<file path="src/hdl/epmc_pkg.sv">
// Shared types and constants of the exact pattern match counter.
package epmc_pkg;

  // Widths of the fixed beat fields.
  localparam int BYTE_W      = 8;
  localparam int OUT_W       = 32;
  localparam int LEN_REG_W   = 6;
  localparam int LEN_CMP_W   = 7;
  localparam int CFG_IDX_W   = 3;
  localparam int CFG_DATA_W  = 64;

  // Pattern bytes carried by one pattern register, and bytes reachable by all of them.
  localparam int PAT_REG_BYTES = 8;
  localparam int PAT_WRITABLE  = 32;

  typedef logic [BYTE_W-1:0] byte_t;

  // Configuration register indexes.
  typedef enum logic [CFG_IDX_W-1:0] {
    REG_LENGTH     = 3'd0,
    REG_PAT_0_7    = 3'd1,
    REG_PAT_8_15   = 3'd2,
    REG_PAT_16_23  = 3'd3,
    REG_PAT_24_31  = 3'd4
  } cfg_reg_t;

  // Per-beat control handed to the counter unit.
  typedef struct packed {
    logic step;
    logic hit;
    logic last;
  } tally_ctl_t;

endpackage

</file>
<file path="src/hdl/epmc_in_if.sv">
// Text input channel: one text byte per beat.
interface epmc_in_if import epmc_pkg::*; ();
  logic  valid;
  logic  ready;
  byte_t text_byte;
  logic  last_byte;

  modport source (output valid, output text_byte, output last_byte, input ready);
  modport sink   (input valid, input text_byte, input last_byte, output ready);
endinterface

</file>
<file path="src/hdl/epmc_out_if.sv">
// Result channel: one match result per beat.
interface epmc_out_if import epmc_pkg::*; ();
  logic             valid;
  logic             ready;
  logic             match_found;
  logic [OUT_W-1:0] match_start;
  logic [OUT_W-1:0] match_total;
  logic             text_done;

  modport source (output valid, output match_found, output match_start,
                  output match_total, output text_done, input ready);
  modport sink   (input valid, input match_found, input match_start,
                  input match_total, input text_done, output ready);
endinterface

</file>
<file path="src/hdl/epmc_cfg_if.sv">
// Configuration write channel: register index and write data per beat.
interface epmc_cfg_if import epmc_pkg::*; ();
  logic                  valid;
  logic                  ready;
  logic [CFG_IDX_W-1:0]  addr;
  logic [CFG_DATA_W-1:0] data;

  modport source (output valid, output addr, output data, input ready);
  modport sink   (input valid, input addr, input data, output ready);
endinterface

</file>
<file path="src/hdl/exact_pattern_match_counter.sv">
// Top level of the exact pattern match counter: cell chain, pattern store and output stage.
//
//   channel  | direction | beat carries
//   ---------+-----------+------------------------------------------------
//   in_ch    | in        | text_byte, last_byte
//   out_ch   | out       | match_found, match_start, match_total, text_done
//   cfg_ch   | in        | addr (register index), data
//
// One text byte is taken per cycle while the output register is free; its result
// is in the output register in the next cycle, from the compare across the cells.
// Input is taken whenever the output register is empty or being drained, so a
// stalled result holds the input off only for as long as it waits.
// rst_n is synchronous: it empties the history, the counters and the output
// register and sets the pattern to length one, all bytes zero.
module exact_pattern_match_counter import epmc_pkg::*; #(
  parameter int MAX_PATTERN = 32,
  parameter int COUNT_WIDTH = 32
) (
  input logic       clk,
  input logic       rst_n,
  epmc_in_if.sink   in_ch,
  epmc_out_if.source out_ch,
  epmc_cfg_if.sink  cfg_ch
);

  localparam int IDX_W = (MAX_PATTERN > 1) ? $clog2(MAX_PATTERN) : 1;

  logic                 in_fire;
  logic                 cfg_fire;
  logic                 in_rdy;
  logic [LEN_REG_W-1:0] len_r;
  byte_t                pat_r [MAX_PATTERN];
  logic [LEN_CMP_W-1:0] len_clip;
  byte_t                hist_byte [MAX_PATTERN];
  logic                 hist_vld  [MAX_PATTERN];
  logic [MAX_PATTERN-1:0] hit_vec;
  logic                 found;
  tally_ctl_t           tally_ctl;
  logic [OUT_W-1:0]     start_val;
  logic [OUT_W-1:0]     total_val;

  logic                 out_vld_r;
  logic                 found_r;
  logic [OUT_W-1:0]     start_r;
  logic [OUT_W-1:0]     total_r;
  logic                 done_r;

  // Handshakes: input flows whenever the output register can take a result.
  assign in_rdy       = !out_vld_r || out_ch.ready;
  assign in_ch.ready  = in_rdy;
  assign in_fire      = in_ch.valid && in_rdy;
  assign cfg_ch.ready = 1'b1;
  assign cfg_fire     = cfg_ch.valid;

  // Pattern length register.
  always_ff @(posedge clk) begin
    if (!rst_n) begin
      len_r <= LEN_REG_W'(1);
    end else if (cfg_fire && (cfg_ch.addr == REG_LENGTH)) begin
      len_r <= cfg_ch.data[LEN_REG_W-1:0];
    end
  end

  // Pattern bytes; positions past the four pattern registers stay zero.
  for (genvar p = 0; p < MAX_PATTERN; p++) begin : g_pat
    if (p < PAT_WRITABLE) begin : g_wr
      always_ff @(posedge clk) begin
        if (!rst_n) begin
          pat_r[p] <= '0;
        end else if (cfg_fire &&
                     (cfg_ch.addr == CFG_IDX_W'(int'(REG_PAT_0_7) + (p >> 3)))) begin
          pat_r[p] <= cfg_ch.data[(p & (PAT_REG_BYTES-1))*BYTE_W +: BYTE_W];
        end
      end
    end else begin : g_zero
      assign pat_r[p] = '0;
    end
  end

  // A length above the chain size acts as the full chain.
  assign len_clip = ({1'b0, len_r} > LEN_CMP_W'(MAX_PATTERN)) ?
                    LEN_CMP_W'(MAX_PATTERN) : {1'b0, len_r};

  // Cell chain: cell i holds the byte seen i beats ago and checks it against
  // the pattern byte that must sit at that distance from the end.
  for (genvar i = 0; i < MAX_PATTERN; i++) begin : g_cell
    logic                 use_c;
    logic [LEN_CMP_W-1:0] pidx;
    byte_t                pat_c;
    byte_t                din_c;
    logic                 dvld_c;

    assign use_c  = LEN_CMP_W'(i) < len_clip;
    assign pidx   = len_clip - LEN_CMP_W'(i) - LEN_CMP_W'(1);
    assign pat_c  = use_c ? pat_r[pidx[IDX_W-1:0]] : '0;

    if (i == 0) begin : g_head
      assign din_c  = in_ch.text_byte;
      assign dvld_c = 1'b1;
    end else begin : g_link
      assign din_c  = hist_byte[i-1];
      assign dvld_c = hist_vld[i-1];
    end

    epmc_cell u_cell (
      .clk      (clk),
      .rst_n    (rst_n),
      .step     (in_fire),
      .clear    (in_ch.last_byte),
      .din      (din_c),
      .din_vld  (dvld_c),
      .in_use   (use_c),
      .pat      (pat_c),
      .dout     (hist_byte[i]),
      .dout_vld (hist_vld[i]),
      .hit      (hit_vec[i])
    );
  end

  // A match needs a nonzero length and every cell in use agreeing.
  assign found = (len_clip != '0) && (&hit_vec);

  assign tally_ctl.step = in_fire;
  assign tally_ctl.hit  = found;
  assign tally_ctl.last = in_ch.last_byte;

  epmc_tally #(
    .COUNT_WIDTH (COUNT_WIDTH)
  ) u_tally (
    .clk   (clk),
    .rst_n (rst_n),
    .ctl   (tally_ctl),
    .len   (len_clip),
    .start (start_val),
    .total (total_val)
  );

  // Output register valid flag.
  always_ff @(posedge clk) begin
    if (!rst_n) begin
      out_vld_r <= 1'b0;
    end else if (in_fire) begin
      out_vld_r <= 1'b1;
    end else if (out_ch.ready) begin
      out_vld_r <= 1'b0;
    end
  end

  // Output register payload, loaded with each accepted beat's result.
  always_ff @(posedge clk) begin
    if (in_fire) begin
      found_r <= found;
      start_r <= start_val;
      total_r <= total_val;
      done_r  <= in_ch.last_byte;
    end
  end

  assign out_ch.valid       = out_vld_r;
  assign out_ch.match_found = found_r;
  assign out_ch.match_start = start_r;
  assign out_ch.match_total = total_r;
  assign out_ch.text_done   = done_r;

endmodule

</file>
<file path="src/hdl/epmc_cell.sv">
// One history cell: holds one recent text byte and compares the byte it takes in.
module epmc_cell import epmc_pkg::*; (
  input  logic  clk,
  input  logic  rst_n,
  input  logic  step,
  input  logic  clear,
  input  byte_t din,
  input  logic  din_vld,
  input  logic  in_use,
  input  byte_t pat,
  output byte_t dout,
  output logic  dout_vld,
  output logic  hit
);

  byte_t byte_r;
  logic  vld_r;

  // The incoming byte is this cell's content after the shift, so compare it directly.
  assign hit = !in_use || (din_vld && (din == pat));

  // Valid bit marks a byte that belongs to the current text.
  always_ff @(posedge clk) begin
    if (!rst_n) begin
      vld_r <= 1'b0;
    end else if (step) begin
      vld_r <= din_vld && !clear;
    end
  end

  // Byte storage needs no reset; the valid bit guards it.
  always_ff @(posedge clk) begin
    if (step) begin
      byte_r <= din;
    end
  end

  assign dout     = byte_r;
  assign dout_vld = vld_r;

endmodule

</file>
<file path="src/hdl/epmc_tally.sv">
// Saturating position and match counters, with the per-beat start and total.
module epmc_tally import epmc_pkg::*; #(
  parameter int COUNT_WIDTH = 32
) (
  input  logic                 clk,
  input  logic                 rst_n,
  input  tally_ctl_t           ctl,
  input  logic [LEN_CMP_W-1:0] len,
  output logic [OUT_W-1:0]     start,
  output logic [OUT_W-1:0]     total
);

  localparam logic [COUNT_WIDTH-1:0] SAT_MAX = '1;

  logic [COUNT_WIDTH-1:0] seen_r, seen_nxt;
  logic [COUNT_WIDTH-1:0] cnt_r, cnt_nxt;
  logic [COUNT_WIDTH-1:0] start_full;

  // Counts including the current byte, both stopping at all ones.
  always_comb begin
    seen_nxt = (seen_r != SAT_MAX) ? seen_r + 1'b1 : seen_r;
    cnt_nxt  = (ctl.hit && (cnt_r != SAT_MAX)) ? cnt_r + 1'b1 : cnt_r;
    start_full = ctl.hit ? (seen_nxt - COUNT_WIDTH'(len)) : '0;
  end

  // A last byte returns both counters to zero after its result.
  always_ff @(posedge clk) begin
    if (!rst_n) begin
      seen_r <= '0;
      cnt_r  <= '0;
    end else if (ctl.step) begin
      seen_r <= ctl.last ? '0 : seen_nxt;
      cnt_r  <= ctl.last ? '0 : cnt_nxt;
    end
  end

  // Fit the counter width to the result fields.
  if (COUNT_WIDTH >= OUT_W) begin : g_trunc
    assign start = start_full[OUT_W-1:0];
    assign total = cnt_nxt[OUT_W-1:0];
  end else begin : g_ext
    assign start = {{(OUT_W-COUNT_WIDTH){1'b0}}, start_full};
    assign total = {{(OUT_W-COUNT_WIDTH){1'b0}}, cnt_nxt};
  end

endmodule

</file>
<file path="src/flat_wrapper.sv">
// flat-port wrapper written by rule: the top's interface ports become plain ports
module exact_pattern_match_counter_flat import epmc_pkg::*;
#(
  parameter int MAX_PATTERN = 32,
  parameter int COUNT_WIDTH = 32
)
  (clk, rst_n, in_ch_valid, in_ch_text_byte, in_ch_last_byte, in_ch_ready, out_ch_valid, out_ch_match_found, out_ch_match_start, out_ch_match_total, out_ch_text_done, out_ch_ready, cfg_ch_valid, cfg_ch_addr, cfg_ch_data, cfg_ch_ready);
  epmc_in_if in_ch_i ();
  epmc_out_if out_ch_i ();
  epmc_cfg_if cfg_ch_i ();
  input logic clk;
  input logic rst_n;
  input wire logic [$bits(in_ch_i.valid)-1:0] in_ch_valid;
  input wire logic [$bits(in_ch_i.text_byte)-1:0] in_ch_text_byte;
  input wire logic [$bits(in_ch_i.last_byte)-1:0] in_ch_last_byte;
  output wire logic [$bits(in_ch_i.ready)-1:0] in_ch_ready;
  output wire logic [$bits(out_ch_i.valid)-1:0] out_ch_valid;
  output wire logic [$bits(out_ch_i.match_found)-1:0] out_ch_match_found;
  output wire logic [$bits(out_ch_i.match_start)-1:0] out_ch_match_start;
  output wire logic [$bits(out_ch_i.match_total)-1:0] out_ch_match_total;
  output wire logic [$bits(out_ch_i.text_done)-1:0] out_ch_text_done;
  input wire logic [$bits(out_ch_i.ready)-1:0] out_ch_ready;
  input wire logic [$bits(cfg_ch_i.valid)-1:0] cfg_ch_valid;
  input wire logic [$bits(cfg_ch_i.addr)-1:0] cfg_ch_addr;
  input wire logic [$bits(cfg_ch_i.data)-1:0] cfg_ch_data;
  output wire logic [$bits(cfg_ch_i.ready)-1:0] cfg_ch_ready;
  assign in_ch_i.valid = in_ch_valid;
  assign in_ch_i.text_byte = in_ch_text_byte;
  assign in_ch_i.last_byte = in_ch_last_byte;
  assign in_ch_ready = in_ch_i.ready;
  assign out_ch_valid = out_ch_i.valid;
  assign out_ch_match_found = out_ch_i.match_found;
  assign out_ch_match_start = out_ch_i.match_start;
  assign out_ch_match_total = out_ch_i.match_total;
  assign out_ch_text_done = out_ch_i.text_done;
  assign out_ch_i.ready = out_ch_ready;
  assign cfg_ch_i.valid = cfg_ch_valid;
  assign cfg_ch_i.addr = cfg_ch_addr;
  assign cfg_ch_i.data = cfg_ch_data;
  assign cfg_ch_ready = cfg_ch_i.ready;
  exact_pattern_match_counter #(.MAX_PATTERN(MAX_PATTERN), .COUNT_WIDTH(COUNT_WIDTH)) u_core (.clk(clk), .rst_n(rst_n), .in_ch(in_ch_i), .out_ch(out_ch_i), .cfg_ch(cfg_ch_i));
endmodule
</file>
<file path="config.mk">
export PLATFORM = sky130hd
export DESIGN_NAME = exact_pattern_match_counter_flat
export DESIGN_NICKNAME = d
export VERILOG_FILES = /design/src/hdl/epmc_pkg.sv /design/src/hdl/epmc_in_if.sv /design/src/hdl/epmc_out_if.sv /design/src/hdl/epmc_cfg_if.sv /design/src/hdl/exact_pattern_match_counter.sv /design/src/hdl/epmc_cell.sv /design/src/hdl/epmc_tally.sv /design/src/flat_wrapper.sv
export SDC_FILE = /design/constraint.sdc
export NUM_CORES = 2
export LEC_CHECK = 0
export ABC_AREA = 1
export BUFFER_PORTS_ARGS = -buffer_cell sky130_fd_sc_hd__buf_2
export CAP_MARGIN = 20
export CORE_MARGIN = 5
export CORE_UTILIZATION = 28
export DETAILED_ROUTE_END_ITERATION = 10
export PLACE_DENSITY_LB_ADDON = 0.3
export RECOVER_POWER = 25
export SLEW_MARGIN = 0
export SYNTH_ARGS = -nofsm -noshare
export SYNTH_HDL_FRONTEND = slang
export SYNTH_SLANG_ARGS = --single-unit
export TNS_END_PERCENT = 1
</file>
<file path="constraint.sdc">
create_clock -name clk -period 10.2 [get_ports clk]
set_input_delay 0.51 -clock clk [delete_from_list [all_inputs] [get_ports clk]]
set_output_delay 0.51 -clock clk [all_outputs]
set_load 0.005 [all_outputs]
</file>
==> flow_summary.toml <==
[worst_setup_path]
start_kind = "register"
required_ps = 10790
crit_fanout = 171
crit_family = "simple AND/OR/NAND/NOR gates"
reg2reg_slack_ps = 2410
slowest_stage = "o21ai_0"
cpPeakStageDelay_ps = 990
cp.arrival_ps = 8380
cp_num_buf_inv = 3
cp-end-kind = "register"
crit_top_cell = "nand2_1"
worstSetupPathType = "register to register"

[yosys]
yosys.cell_types.count = 54
avgSynthCellArea_um2 = 7.016
syn_area_um2 = 45740
ys_seq_area_share_pct = 41.89
synthCells = 6519
syn_nets = 6612
synth_top_area_cell = "edfxtp_1"
ys_ff_latch = 672
synth-edff-count = 570
synthFlopType = "edfxtp_1"
synth_top_area_share_pct = 37.42
synth_warnings = 0
ys_async_sr_fraction_pct = 0
yosys-top-cells-area = "edfxtp_1 (37%), nand3_1 (18%), nand2_1 (17%), dfxtp_1 (4.5%), inv_1 (4.0%)"

[grt]
grt_max_degree = 172
grt_pass1_vias = 44460
grt_pass1_wl_um = 377900
grtUsageTotal_pct = 31.61
antenna_found_initial = 21
grt-ovfl-total = 0

[floorplan]
coreArea_um2 = 162600
dieArea_um2 = 171500
die_h_um = 414.2
io_pins = 150
row_count = 148
start_util_pct = 28.13
die_x_um = 414.2

[power_and_ir_drop]
intPower_mw = 5.362
p_leak_nw = 21.54
p_total_mw = 8.856
p_seq_share_pct = 37.0
irDropWorstVdd_v = 0.0001272
clkPwrFrac_pct = 33.8
switchingPower_mw = 3.495
p_comb_share_pct = 29.2
p_per_area_nw_per_um2 = 172.5
switching_share_pct = 39.46

[clocking]
clockBufferDepth = 3
cts_resized = 0
htree_levels = 3
cts_tree = "yes"
cts_root_buffer = "clkbuf_16"
cts_buffers = 81
clk_pin_slew_worst_paths_ps = 60
post_cts_buffers = 0
clock_latency_ps = 750
clock-sinks = 672

[timing]
hold_viol = 0
slew_headroom_pct = -149.6
layout_setup_ws_ps = 2410
timing.fmax_mhz = 128.4
grt_setup_unrepaired = "false"
period_needed_ps = 7790
setup_viol_count_final = 0
fin_skew_ps = 85.85
slew_violations = 107
totalNegativeSetupSlack_ps = 0
worst_pin_slew_ps = 3744
final.period_utilization_pct = 76.38

[detailed_routing]
wl_um = 282100
drt_iter0_drc = 6762
wl_per_cell_um = 32.18
vias_per_cell = 5.543
drtPass1Iterations = 7
vias = 48590
drc = 0
detail-route-antenna-nets = 0

[min_path]
hold_class = "primary input to register"

[run]
drv_cap = 2

[placement]
port_buffers = 148
dp_worst_setup_slack_ps = 2679
dp_hpwl_um = 225500
gp_congestion = 1.089

[run_status]
violations = "max-capacitance violations, max-slew violations"
status = "finished, violations left"

[final_layout]
final_common_cell = "nand2_1"
finish.net_count = 6604
layout_common_cells = "nand2_1 (2,013), nand3_1 (1,633), edfxtp_1 (570)"
areaGrowthSynthToFinish_pct = 12.27
drive_gt1_share_pct = 7.069
-- worst register-to-register path, stage by stage, from the launching register on --
cell,delay (ps)
dfxtp_1,760
inv_4,260
nand2_8,480
buf_12,670
o21ai_0,440
o21ai_0,990
nand2_1,110
nand3_1,110
nand2_1,200
nand3b_1,160
nand2_1,60
nor2_1,110
nand2_1,60
nor2_1,220
nor2_1,210
nor2_1,260
nand2_1,90
nor2_1,460
nand2_1,190
nor2_4,660
nand3_2,500
buf_4,370
nand2_1,90
nand2_1,70
nand2_1,60
a21oi_1,70
-- state kept, by name, summed over array words and instances (netlist names) --
register and count:
u_core.g_cell.u_cell.dout 248, u_core.g_cell.u_cell.dout_vld 31, u_core.len_r 6, u_core.out_ch.match_found 1
u_core.out_ch.match_start 32, u_core.out_ch.match_total 32, u_core.out_ch.text_done 1, u_core.out_ch.valid 1
u_core.pat_r 256, u_core.u_tally.cnt_r 32, u_core.u_tally.seen_r 32
-- what timing repair did --
item	4_1_cts	5_1_grt
hold endpoints to repair	1	0
hold buffers	1	0
setup endpoints to repair	0	0
-- cells by family (layout without fill, tap and decap cells) --
kind of cell	after synthesis	after routing	share of synthesized area [%]
flops	672	672	41.89
buf+inv	862	921	7.681
fa+ha+maj	12	12	0.3447
compound gates	387	387	4.544
other cells	1	13	0.008199
xor+xnor	139	139	2.760
simple gates	4446	4446	42.78
-- per-stage QoR --
stage / hold WS [ps] / std cells / instance area [µm²] / util, %
2_1_floorplan: 426.4 / 6519 / 45740 / -
3_3_place_gp: 453.6 / 8597 / 48560 / 29.87
3_5_place_dp: 450.4 / 8600 / 48610 / 29.90
4_1_cts: 84.21 / 8751 / 51350 / 31.58
5_1_grt: 128.3 / 8753 / 51320 / 31.56
6_report: 130.5 / 8765 / 51350 / 31.58
-- final timing paths --
check                                        from                               to  cells after the start
setup / recovery                  u_core.len_r[5]         u_core.u_tally.cnt_r[17]                     25
hold / removal                    cfg_ch_data[32]               u_core.pat_r[4][0]                      3
setup reg to reg                  u_core.len_r[5]         u_core.u_tally.cnt_r[17]                     25
hold reg to reg   u_core.g_cell[5].u_cell.dout[1]  u_core.g_cell[6].u_cell.dout[1]                      0
-- cell type report --
type	instances	area [µm²]
inverters	525	1987
fillers	17800	111200
multi-input cells	4985	23210
clock buffers	103	2170
clock inverters	47	556.8
flip-flops and latches	672	19160
repair buffers	246	1515
well taps	2175	2721
diodes	12	30.03
-- routing by layer --
| layer | routed length (µm) | vias to the layer above | part of all wire (%) | global-route usage [%] |
|---|---|---|---|---|
| li1 | - | 21880 | - | - |
| met1 | 114000 | 23500 | 40 | 40.49 |
| met2 | 120300 | 2636 | 43 | 47.93 |
| met3 | 24380 | 561 | 8.6 | 6.937 |
| met4 | 23310 | 8 | 8.3 | 20.87 |
| met5 | 57 | - | 0.020 | 0 |
-- synthesized netlist by cell type, types with 5 or more instances --
library cell / n
nand2_1: 2020
nand3_1: 1633
edfxtp_1: 570
inv_1: 492
nor2_1: 488
o21ai_0: 165
buf_2: 152
a21oi_1: 145
nand4_1: 142
clkbuf_1: 129
xor2_1: 104
dfxtp_1: 102
nor3_1: 47
buf_1: 38
nand3b_1: 32
o21ai_1: 30
xnor2_1: 29
inv_2: 28
or2_2: 25
o211ai_1: 21
nor4_1: 20
buf_4: 14
ha_1: 11
nand2_2: 8
and2_1: 6
xor2_2: 6
nor2_2: 5
nor2_4: 5
o21ai_2: 5
-- power groups by stage --
| stage | clock network (mW) | registers (mW) | logic (mW) |
|---|---|---|---|
| 2_1_floorplan | 0 | 3.28 | 1.24 |
| 3_5_place_dp | 0 | 3.33 | 2.47 |
| 4_1_cts | 3.06 | 3.27 | 2.48 |
| 5_1_grt | 3.16 | 3.29 | 2.64 |
| 3_3_place_gp | 0 | 3.33 | 2.48 |
| 6_report | 3.00 | 3.28 | 2.58 |
Note: power is estimated with default switching activity, not from simulation.
